--- src/rtl/core/sha1h_pkg.sv ---
// Shared constants and types for the SHA-1 message hasher.
// Holds the initial hash values, round constants, queue sizing and the
// command and control types passed between the front, queue, back and core.
package sha1h_pkg;

	localparam int MAX_MESSAGE_BYTES = 512;
	localparam int CNT_W = $clog2(MAX_MESSAGE_BYTES + 2);

	localparam int QUEUE_DEPTH = 4;
	localparam int QPTR_W = $clog2(QUEUE_DEPTH);
	localparam int QCNT_W = $clog2(QUEUE_DEPTH + 1);

	localparam int ROUNDS = 80;
	localparam int RND_W = $clog2(ROUNDS + 1);

	localparam int DIGEST_W = 160;

	typedef logic [15:0][31:0] block_t;
	typedef logic [4:0][31:0] chain_t;

	localparam chain_t SHA1_IV = {
		32'hC3D2E1F0, 32'h10325476, 32'h98BADCFE, 32'hEFCDAB89, 32'h67452301
	};

	localparam logic [31:0] K_ROUND0 = 32'h5A827999;
	localparam logic [31:0] K_ROUND1 = 32'h6ED9EBA1;
	localparam logic [31:0] K_ROUND2 = 32'h8F1BBCDC;
	localparam logic [31:0] K_ROUND3 = 32'hCA62C1D6;

	localparam logic [7:0] PAD_BYTE = 8'h80;

	typedef struct packed {
		logic [7:0] data_byte;
		logic       has_byte;
		logic       last;
	} cmd_t;

	typedef struct packed {
		logic start;
		logic init;
	} core_ctl_t;

	typedef struct packed {
		logic busy;
	} core_stat_t;

endpackage

--- src/rtl/core/sha1h_front.sv ---
// Input side of the SHA-1 hasher: accepts stream transfers and turns them
// into commands. Depends on sha1h_pkg for the command type.
module sha1h_front (
	input  logic               s_tvalid,
	output logic               s_tready,
	input  logic [7:0]         s_tdata,   // [7:0] data_byte
	input  logic [0:0]         s_tuser,   // [0] has_byte
	input  logic               s_tlast,
	output logic               push,
	output sha1h_pkg::cmd_t    push_cmd,
	input  logic               full
);
	import sha1h_pkg::*;

	logic take;

	// Items that carry no byte and do not end the message have no effect.
	assign s_tready = !full;
	assign take = s_tvalid && s_tready;
	assign push = take && (s_tuser[0] || s_tlast);

	always_comb begin
		push_cmd.data_byte = s_tdata;
		push_cmd.has_byte = s_tuser[0];
		push_cmd.last = s_tlast;
	end

endmodule

--- src/rtl/core/sha1h_queue.sv ---
// Short command queue between the front and back of the SHA-1 hasher.
// Depends on sha1h_pkg for the command type and queue depth.
module sha1h_queue (
	input  logic               clk,
	input  logic               arst_n,
	input  logic               push,
	input  sha1h_pkg::cmd_t    push_cmd,
	output logic               full,
	input  logic               pop,
	output sha1h_pkg::cmd_t    pop_cmd,
	output logic               empty
);
	import sha1h_pkg::*;

	cmd_t                mem_q [QUEUE_DEPTH];
	logic [QPTR_W-1:0]   wr_ptr_q;
	logic [QPTR_W-1:0]   rd_ptr_q;
	logic [QCNT_W-1:0]   fill_q;
	logic                do_push;
	logic                do_pop;

	assign full = (fill_q == QCNT_W'(QUEUE_DEPTH));
	assign empty = (fill_q == '0);
	assign do_push = push && !full;
	assign do_pop = pop && !empty;
	assign pop_cmd = mem_q[rd_ptr_q];

	always_ff @(posedge clk) begin
		if (do_push) begin
			mem_q[wr_ptr_q] <= push_cmd;
		end
	end

	always_ff @(posedge clk or negedge arst_n) begin
		if (!arst_n) begin
			wr_ptr_q <= '0;
			rd_ptr_q <= '0;
			fill_q <= '0;
		end else begin
			if (do_push) begin
				wr_ptr_q <= (wr_ptr_q == QPTR_W'(QUEUE_DEPTH - 1)) ? '0 : wr_ptr_q + 1'b1;
			end
			if (do_pop) begin
				rd_ptr_q <= (rd_ptr_q == QPTR_W'(QUEUE_DEPTH - 1)) ? '0 : rd_ptr_q + 1'b1;
			end
			if (do_push && !do_pop) begin
				fill_q <= fill_q + 1'b1;
			end else if (do_pop && !do_push) begin
				fill_q <= fill_q - 1'b1;
			end
		end
	end

endmodule

--- src/rtl/core/sha1h_core.sv ---
// SHA-1 compression core: one round per cycle over a 16-word schedule
// shift register, then a fold of the working words into the chaining words.
// Depends on sha1h_pkg for constants and types.
module sha1h_core (
	input  logic                  clk,
	input  logic                  arst_n,
	input  sha1h_pkg::core_ctl_t  ctl,
	output sha1h_pkg::core_stat_t stat,
	input  sha1h_pkg::block_t     blk,
	output sha1h_pkg::chain_t     chain
);
	import sha1h_pkg::*;

	chain_t             chain_q;
	logic               busy_q;
	logic [RND_W-1:0]   rnd_q;
	logic [31:0]        a_q, b_q, c_q, d_q, e_q;
	block_t             w_q;
	logic [31:0]        f;
	logic [31:0]        k;
	logic [31:0]        tmp;
	logic [31:0]        mix;
	logic               folding;

	assign stat.busy = busy_q;
	assign chain = chain_q;
	assign folding = (rnd_q == RND_W'(ROUNDS));

	always_comb begin
		if (rnd_q < RND_W'(20)) begin
			f = (b_q & c_q) | (~b_q & d_q);
			k = K_ROUND0;
		end else if (rnd_q < RND_W'(40)) begin
			f = b_q ^ c_q ^ d_q;
			k = K_ROUND1;
		end else if (rnd_q < RND_W'(60)) begin
			f = (b_q & c_q) | (b_q & d_q) | (c_q & d_q);
			k = K_ROUND2;
		end else begin
			f = b_q ^ c_q ^ d_q;
			k = K_ROUND3;
		end
		tmp = {a_q[26:0], a_q[31:27]} + f + e_q + k + w_q[0];
		mix = w_q[13] ^ w_q[8] ^ w_q[2] ^ w_q[0];
	end

	always_ff @(posedge clk or negedge arst_n) begin
		if (!arst_n) begin
			busy_q <= 1'b0;
			rnd_q <= '0;
			chain_q <= SHA1_IV;
		end else begin
			if (ctl.init) begin
				chain_q <= SHA1_IV;
			end
			if (ctl.start) begin
				busy_q <= 1'b1;
				rnd_q <= '0;
			end else if (busy_q) begin
				if (folding) begin
					busy_q <= 1'b0;
					chain_q[0] <= chain_q[0] + a_q;
					chain_q[1] <= chain_q[1] + b_q;
					chain_q[2] <= chain_q[2] + c_q;
					chain_q[3] <= chain_q[3] + d_q;
					chain_q[4] <= chain_q[4] + e_q;
				end else begin
					rnd_q <= rnd_q + 1'b1;
				end
			end
		end
	end

	always_ff @(posedge clk) begin
		if (ctl.start) begin
			a_q <= chain_q[0];
			b_q <= chain_q[1];
			c_q <= chain_q[2];
			d_q <= chain_q[3];
			e_q <= chain_q[4];
			w_q <= blk;
		end else if (busy_q && !folding) begin
			a_q <= tmp;
			b_q <= a_q;
			c_q <= {b_q[1:0], b_q[31:2]};
			d_q <= c_q;
			e_q <= d_q;
			w_q <= {{mix[30:0], mix[31]}, w_q[15:1]};
		end
	end

endmodule

--- src/rtl/core/sha1h_back.sv ---
// Back end of the SHA-1 hasher: byte counting, block buffer, padding,
// sequencing of the compression core and the result register.
// Depends on sha1h_pkg and instantiates sha1h_core.
module sha1h_back (
	input  logic                      clk,
	input  logic                      arst_n,
	output logic                      pop,
	input  sha1h_pkg::cmd_t           pop_cmd,
	input  logic                      empty,
	output logic                      out_valid,
	input  logic                      out_ready,
	output logic [sha1h_pkg::DIGEST_W-1:0] out_digest,
	output logic                      out_too_long
);
	import sha1h_pkg::*;

	typedef enum logic [5:0] {
		ST_IDLE = 6'b000001,
		ST_RUN  = 6'b000010,
		ST_WAIT = 6'b000100,
		ST_PAD  = 6'b001000,
		ST_LEN  = 6'b010000,
		ST_FIN  = 6'b100000
	} state_t;

	localparam logic [CNT_W-1:0] MAX_C = CNT_W'(MAX_MESSAGE_BYTES);

	state_t              state_q;
	state_t              after_q;
	logic [CNT_W-1:0]    count_q;
	logic [CNT_W-1:0]    count_inc;
	block_t              blk_q;
	logic                out_valid_q;
	logic [DIGEST_W-1:0] out_digest_q;
	logic                out_too_long_q;

	core_ctl_t           core_ctl;
	core_stat_t          core_stat;
	chain_t              chain;

	logic [5:0]          pos;
	logic [3:0]          idx;
	logic                fits;
	logic                over;
	logic                out_free;
	logic [63:0]         len_bits;
	logic                wr_en;
	logic [7:0]          wr_byte;
	logic                zero_above;
	logic                len_en;
	logic                clear_all;

	assign pos = count_q[5:0];
	assign idx = pos[5:2];
	assign fits = (count_q < MAX_C);
	assign over = (count_q > MAX_C);
	assign count_inc = count_q + 1'b1;
	assign out_free = !out_valid_q || out_ready;
	assign len_bits = {{(64 - CNT_W - 3){1'b0}}, count_q, 3'b000};

	assign pop = (state_q == ST_IDLE) && !empty;

	assign out_valid = out_valid_q;
	assign out_digest = out_digest_q;
	assign out_too_long = out_too_long_q;

	always_comb begin
		wr_en = (pop && pop_cmd.has_byte && fits) || ((state_q == ST_PAD) && !over);
		wr_byte = (state_q == ST_PAD) ? PAD_BYTE : pop_cmd.data_byte;
		zero_above = (state_q == ST_PAD) && !over;
		len_en = (zero_above && (pos < 6'd56)) || (state_q == ST_LEN);
		clear_all = (state_q == ST_LEN);
		core_ctl.start = (state_q == ST_RUN);
		core_ctl.init = out_free &&
			((state_q == ST_FIN) || ((state_q == ST_PAD) && over));
	end

	sha1h_core u_core (
		.clk    (clk),
		.arst_n (arst_n),
		.ctl    (core_ctl),
		.stat   (core_stat),
		.blk    (blk_q),
		.chain  (chain)
	);

	always_ff @(posedge clk) begin
		for (int i = 0; i < 16; i++) begin
			if (clear_all || (zero_above && (4'(i) > idx))) begin
				blk_q[i] <= '0;
			end
			if (wr_en && (4'(i) == idx)) begin
				case (pos[1:0])
					2'd0: blk_q[i] <= {wr_byte, 24'h000000};
					2'd1: blk_q[i][23:16] <= wr_byte;
					2'd2: blk_q[i][15:8] <= wr_byte;
					default: blk_q[i][7:0] <= wr_byte;
				endcase
			end
		end
		if (len_en) begin
			blk_q[14] <= len_bits[63:32];
			blk_q[15] <= len_bits[31:0];
		end
	end

	always_ff @(posedge clk or negedge arst_n) begin
		if (!arst_n) begin
			state_q <= ST_IDLE;
			after_q <= ST_IDLE;
			count_q <= '0;
			out_valid_q <= 1'b0;
			out_digest_q <= '0;
			out_too_long_q <= 1'b0;
		end else begin
			if (out_ready) begin
				out_valid_q <= 1'b0;
			end
			case (state_q)
				ST_IDLE: begin
					if (pop) begin
						if (pop_cmd.has_byte && fits) begin
							count_q <= count_inc;
							if (count_inc[5:0] == 6'd0) begin
								state_q <= ST_RUN;
								after_q <= pop_cmd.last ? ST_PAD : ST_IDLE;
							end else if (pop_cmd.last) begin
								state_q <= ST_PAD;
							end
						end else begin
							if (pop_cmd.has_byte) begin
								count_q <= MAX_C + 1'b1;
							end
							if (pop_cmd.last) begin
								state_q <= ST_PAD;
							end
						end
					end
				end
				ST_RUN: begin
					state_q <= ST_WAIT;
				end
				ST_WAIT: begin
					if (!core_stat.busy) begin
						state_q <= after_q;
					end
				end
				ST_PAD: begin
					if (over) begin
						if (out_free) begin
							out_valid_q <= 1'b1;
							out_digest_q <= '0;
							out_too_long_q <= 1'b1;
							count_q <= '0;
							state_q <= ST_IDLE;
						end
					end else begin
						state_q <= ST_RUN;
						after_q <= (pos >= 6'd56) ? ST_LEN : ST_FIN;
					end
				end
				ST_LEN: begin
					state_q <= ST_RUN;
					after_q <= ST_FIN;
				end
				ST_FIN: begin
					if (out_free) begin
						out_valid_q <= 1'b1;
						out_digest_q <= {chain[4], chain[2], chain[3], chain[0], chain[1]};
						out_too_long_q <= 1'b0;
						count_q <= '0;
						state_q <= ST_IDLE;
					end
				end
				default: begin
					state_q <= ST_IDLE;
				end
			endcase
		end
	end

endmodule

--- src/rtl/core/sha1_message_hasher.sv ---
// Top level of the SHA-1 message hasher: front end, command queue and
// back end with its compression core. Depends on sha1h_pkg.
//
//  Group   Dir  Payload                                        Marks
//  s_*     in   tdata[7:0] data_byte                           tuser[0] has_byte, tlast last
//  m_*     out  tdata[63:0] upper, [127:64] middle, [159:128] lower  tuser[0] too_long
//
// The back end takes one queued item at a time while idle; each full 64-byte
// block holds it through load, rounds, fold and hand-back. A last item adds
// a padding and a result step, a length step when the length needs its own
// block, and one or two blocks; a refused message adds only a padding step.
// Reset clears all control state; the chaining words return to their
// initial values. The four-entry queue keeps taking items until full while the core
// runs, and a finished digest waits in its register without stopping input.
module sha1_message_hasher (
	input  logic          clk,
	input  logic          arst_n,
	input  logic          s_tvalid,
	output logic          s_tready,
	input  logic [7:0]    s_tdata,   // [7:0] data_byte
	input  logic [0:0]    s_tuser,   // [0] has_byte
	input  logic          s_tlast,
	output logic          m_tvalid,
	input  logic          m_tready,
	output logic [159:0]  m_tdata,   // [63:0] digest_upper, [127:64] digest_middle,
	                                 // [159:128] digest_lower
	output logic [0:0]    m_tuser    // [0] too_long
);
	import sha1h_pkg::*;

	logic  push;
	cmd_t  push_cmd;
	logic  full;
	logic  pop;
	cmd_t  pop_cmd;
	logic  empty;
	logic  too_long;

	sha1h_front u_front (
		.s_tvalid (s_tvalid),
		.s_tready (s_tready),
		.s_tdata  (s_tdata),
		.s_tuser  (s_tuser),
		.s_tlast  (s_tlast),
		.push     (push),
		.push_cmd (push_cmd),
		.full     (full)
	);

	sha1h_queue u_queue (
		.clk      (clk),
		.arst_n   (arst_n),
		.push     (push),
		.push_cmd (push_cmd),
		.full     (full),
		.pop      (pop),
		.pop_cmd  (pop_cmd),
		.empty    (empty)
	);

	sha1h_back u_back (
		.clk          (clk),
		.arst_n       (arst_n),
		.pop          (pop),
		.pop_cmd      (pop_cmd),
		.empty        (empty),
		.out_valid    (m_tvalid),
		.out_ready    (m_tready),
		.out_digest   (m_tdata),
		.out_too_long (too_long)
	);

	assign m_tuser[0] = too_long;

endmodule
--- config.mk ---
export PLATFORM = sky130hd
export DESIGN_NAME = sha1_message_hasher
export DESIGN_NICKNAME = d
export VERILOG_FILES = /design/src/rtl/core/sha1h_pkg.sv /design/src/rtl/core/sha1h_front.sv /design/src/rtl/core/sha1h_queue.sv /design/src/rtl/core/sha1h_core.sv /design/src/rtl/core/sha1h_back.sv /design/src/rtl/core/sha1_message_hasher.sv
export SDC_FILE = /design/constraint.sdc
export NUM_CORES = 2
export LEC_CHECK = 0
export BUFFER_PORTS_ARGS = -buffer_cell sky130_fd_sc_hd__buf_2
export CAP_MARGIN = 20
export CORE_UTILIZATION = 45
export CTS_BUF_LIST = sky130_fd_sc_hd__clkbuf_8 sky130_fd_sc_hd__clkbuf_16
export CTS_CLUSTER_DIAMETER = 200
export DETAILED_ROUTE_END_ITERATION = 16
export PLACE_DENSITY = 0.57
export RECOVER_POWER = 50
export SKIP_CTS_REPAIR_TIMING = 1
export SLEW_MARGIN = 10
export SYNTH_ARGS = -nofsm -noshare
export SYNTH_HDL_FRONTEND = slang
export SYNTH_SLANG_ARGS = --single-unit
--- constraint.sdc ---
create_clock -name clk -period 14.1 [get_ports clk]
set_clock_uncertainty 0.05 [all_clocks]
set_input_delay 2.82 -clock clk [delete_from_list [all_inputs] [get_ports clk]]
set_output_delay 2.82 -clock clk [all_outputs]
set_load 0.05 [all_outputs]
==> impl_results.md <==
* GR Overflow Total at 0
* Remaining DRCs at 0
* Post-synth top flop: edfxtp_1
* Area occupied by multi-input gates at 31100 sq um
* R2R depth at 7
* Hold Crit Start: u_back.blk_q[276]
* Fill cells at 15470
* Placed cells at 9929
* DR vias at 56335
* Drt pass-1 iters at 6
* CP endpoint kind: flip-flop
* Slew @ Worst Pin at 7910 ps
* Min Tclk post-route at 9720 ps
* Gate count of the mapped netlist at 7928
* Synthesized area at 74200 sq um
* Clock buffer depth at 3
* Switching share of power at 0.408
* Reg area at 40700 sq um
* # diodes at 0
* CP max FO at 163
* DRT Wirelength at 228000 um
* Num rows at 148
* CP Class: reg -> reg
* Synth-to-layout area growth at 11.0%
* Clock slew at reported path FFs at 60 ps
* Switching pwr at 0.00871 W
* Port bufs at 176
* Internal power at 0.0127 W
* IO Pins at 177
* Initial DRC Count at 4746
* TritonCTS clock tree: done
* Total global-route track usage at 0.270
* HP Class: reg -> reg
* Vias per cell at 5.49
* Synth area leader: edfxtp_1
* Worst Hold Depth at 2
* Fraction of layout cells with a size suffix above 1 at 0.0583
* Failing checks: max-capacitance violations, max-slew violations
* Post-synth EDFFs at 712
* RSZ-0062 raised after global routing: no
* WP data required at 14580 ps
* Worst slew margin relative to its limit at -4.27
* Global placement routability congestion at 0.920
* Final Slew Violations at 1781
* Netlist cell types at 93
* Syn_nets at 8273
* Area contributors post-synth: edfxtp_1 (29%), dfxtp_1 (14%), nand2_1 (13%)
* Die width at 408 um
* Outcome: complete, but fails checks
* Ys Warns at 0
* Total power at 0.0214 W
* Static Leak at 33.4 nW
* Worst path arrival time at 10200 ps
* #FFs+latches synth at 1581
* R2R setup slack at 4380 ps
* Initial antenna violation count at 0
* Placed Area at 76900 sq um
* Post-route ant nets at 0
* Power Density at 260 nW/um^2
* Post-Syn Area per Cell at 9.36 sq um
* Finished Layout Cells at 10260
* Ys async rst share at 0.226
* FMAX at 103 MHz
* Reg-to-Reg Start: u_back.state_q[2]
* Largest net degree at the start of global routing at 190
* Post-place setup slack at 7300 ps
* Initial Util at 0.455
* Setup TNS at 0 ps
* Hpwl dp at 157000 um
* Max VDD drop at 0.223 mV
* Startpoint types: flip-flop
* Hold EP: u_back.blk_q[276]
* Combinational share of power at 0.441
* Cts bufs inserted at 172
* Setup-failing EPs final at 0
* Final instance area at 82400 sq um
* Setup ws final at 4380 ps
* Reg2reg end: u_back.u_core.w_q[499]
* Sink Count at 1581
* Hold violation total from the final report at 0
* Final #Nets at 8279
* Core Area at 163000 sq um
* Clock network fraction of total power at 0.214
* Share of the synthesized area in the top cell type at 0.288
* Max-cap viol count at 26
* CTS root buf: clkbuf_16
* Number of global-route vias before repair at 54072
* Post-synthesis sequential area ratio at 0.548
* H-tree Lvls at 4
* Global-route wire length before repair at 344000 um
* Die Y-Extent at 408 um
* Die area at 167000 sq um
* Clk Latency, worst-skew pair at 840 ps
* Routed WL per cell at 22.2 um
* Final period util at 0.689
* Reg power frac at 0.345
## flip-flops by register name (all words and copies together), names as in the netlist, 4 cells and up
| signal | count |
|---|---|
| u_back.u_core.c_q | 32 |
| u_back.out_digest | 160 |
| u_back.u_core.rnd_q | 7 |
| u_back.u_core.d_q | 32 |
| u_back.after_q | 4 |
| u_back.blk_q | 512 |
| u_back.u_core.b_q | 32 |
| u_back.u_core.w_q | 512 |
| u_back.state_q | 6 |
| u_back.u_core.e_q | 32 |
| u_queue.mem_q | 40 |
| u_back.count_q | 10 |
| u_back.u_core.a_q | 32 |
| u_back.u_core.chain | 160 |
## cells by family (layout without fill, tap and decap cells)
group / after synthesis / count (layout) / share of synthesized area
DFF: 1581 / 1581 / 0.548
xor gates and xnor gates: 261 / 261 / 0.0308
AOI/OAI and AO/OA: 1637 / 1637 / 0.124
and+or+nand+nor: 3420 / 3420 / 0.187
adders and majority gates: 331 / 331 / 0.0685
muxes: 61 / 61 / 0.00924
buffers and inverters: 637 / 794 / 0.0331
## cells in the final DEF (no fill, tap or decap), types with 22 or more instances in the layout
cell and n:
mux2i_1 37, clkbuf_16 178, o31ai_1 29, o21bai_1 22, clkbuf_8 22, a21o_1 79, ha_1 205, nor2b_1 37
nand2_1 2558, a211oi_1 25, fa_1 126, nand3_1 257, a31oi_1 26, edfxtp_1 712, xnor2_1 194, a21oi_1 309
clkinv_2 38, a221o_1 25, buf_4 42, nor3_1 77, dfxtp_1 512, o21ai_0 986, clkbuf_1 192, dfstp_2 82
xor2_1 67, inv_1 267, dfrtp_1 275, nor2_1 315, and3_1 29, nand2b_1 31
## final cells by class
type,instances,area share
Sequential cell,1581,0.494
Multi-Input combinational cell,5710,0.378
Clock buffer,200,0.0577
Tap cell,2175,0.0330
Timing Repair Buffer,246,0.0145
Clock inverter,125,0.0129
Inverter,223,0.0102
## Yosys cell counts, types with 8 or more instances
cell type	instances
inv_1	223
o21a_1	21
nand2b_1	31
mux2_2	20
clkbuf_1	376
xor2_1	67
a31oi_1	26
nand2_1	2558
and3_1	30
a21o_1	79
nand3_1	257
dfrtp_1	275
o211ai_1	8
nor2_1	315
nor3_1	78
o21ai_0	987
xnor2_1	194
or3_1	18
o31ai_1	29
buf_1	23
mux2i_1	37
dfstp_2	82
nor2b_1	37
and2_1	16
a211oi_1	25
or2_2	15
nor3b_1	8
ha_1	205
dfxtp_1	512
edfxtp_1	712
nand4_1	20
a21oi_1	309
a221o_1	25
o22ai_1	14
a21boi_1	9
o21bai_1	22
fa_1	126
## worst max-delay path by stage
stage	end	from	slack (ps)	cells past startpoint
2_1_floorplan	u_back.u_core.stat	u_back.state_q[3]	3170	7
3_3_place_gp	u_back.u_core.a_q[31]	u_back.u_core.rnd_q[2]	7400	20
3_5_place_dp	u_back.u_core.a_q[31]	u_back.u_core.rnd_q[2]	7300	20
4_1_cts	u_back.u_core.a_q[31]	u_back.u_core.rnd_q[2]	7300	20
5_1_grt	u_back.u_core.w_q[499]	u_back.state_q[2]	3580	7
6_report	u_back.u_core.w_q[499]	u_back.state_q[2]	4380	7
## stage by stage
step | utilization | hold slack [ps]
2_1_floorplan | - | 375
3_3_place_gp | 0.470 | 383
3_5_place_dp | 0.471 | 391
4_1_cts | 0.506 | 405
5_1_grt | 0.504 | 420
6_report | 0.504 | 400
## power groups by stage
| stage | registers (W) | clock network (W) | logic (W) |
|---|---|---|---|
| detailed placement | 0.00742 | 0 | 0.00937 |
| floorplan | 0.00716 | 0 | 0.00697 |
| finish | 0.00738 | 0.00458 | 0.00942 |
| CTS | 0.00734 | 0.00466 | 0.00944 |
| global route | 0.00744 | 0.00484 | 0.0105 |
| global placement | 0.00741 | 0 | 0.00932 |
## routing by layer
metal,vias up,part of all wire,track usage
met5,-,0,0
met4,0,0.038,0.101
met3,351,0.048,0.0321
met2,1532,0.48,0.453
met1,27524,0.43,0.359
li1,26928,-,-
## critical path, cell delays in order (launching register included)
cell and delay (ps):
dfrtp_1 430, nor4_1 480, nand2_1 120, nor2_1 310, buf_4 680, clkbuf_1 5540, buf_4 1450, o21ai_0 260
No activity file was read; power rests on OpenSTA's default activity.
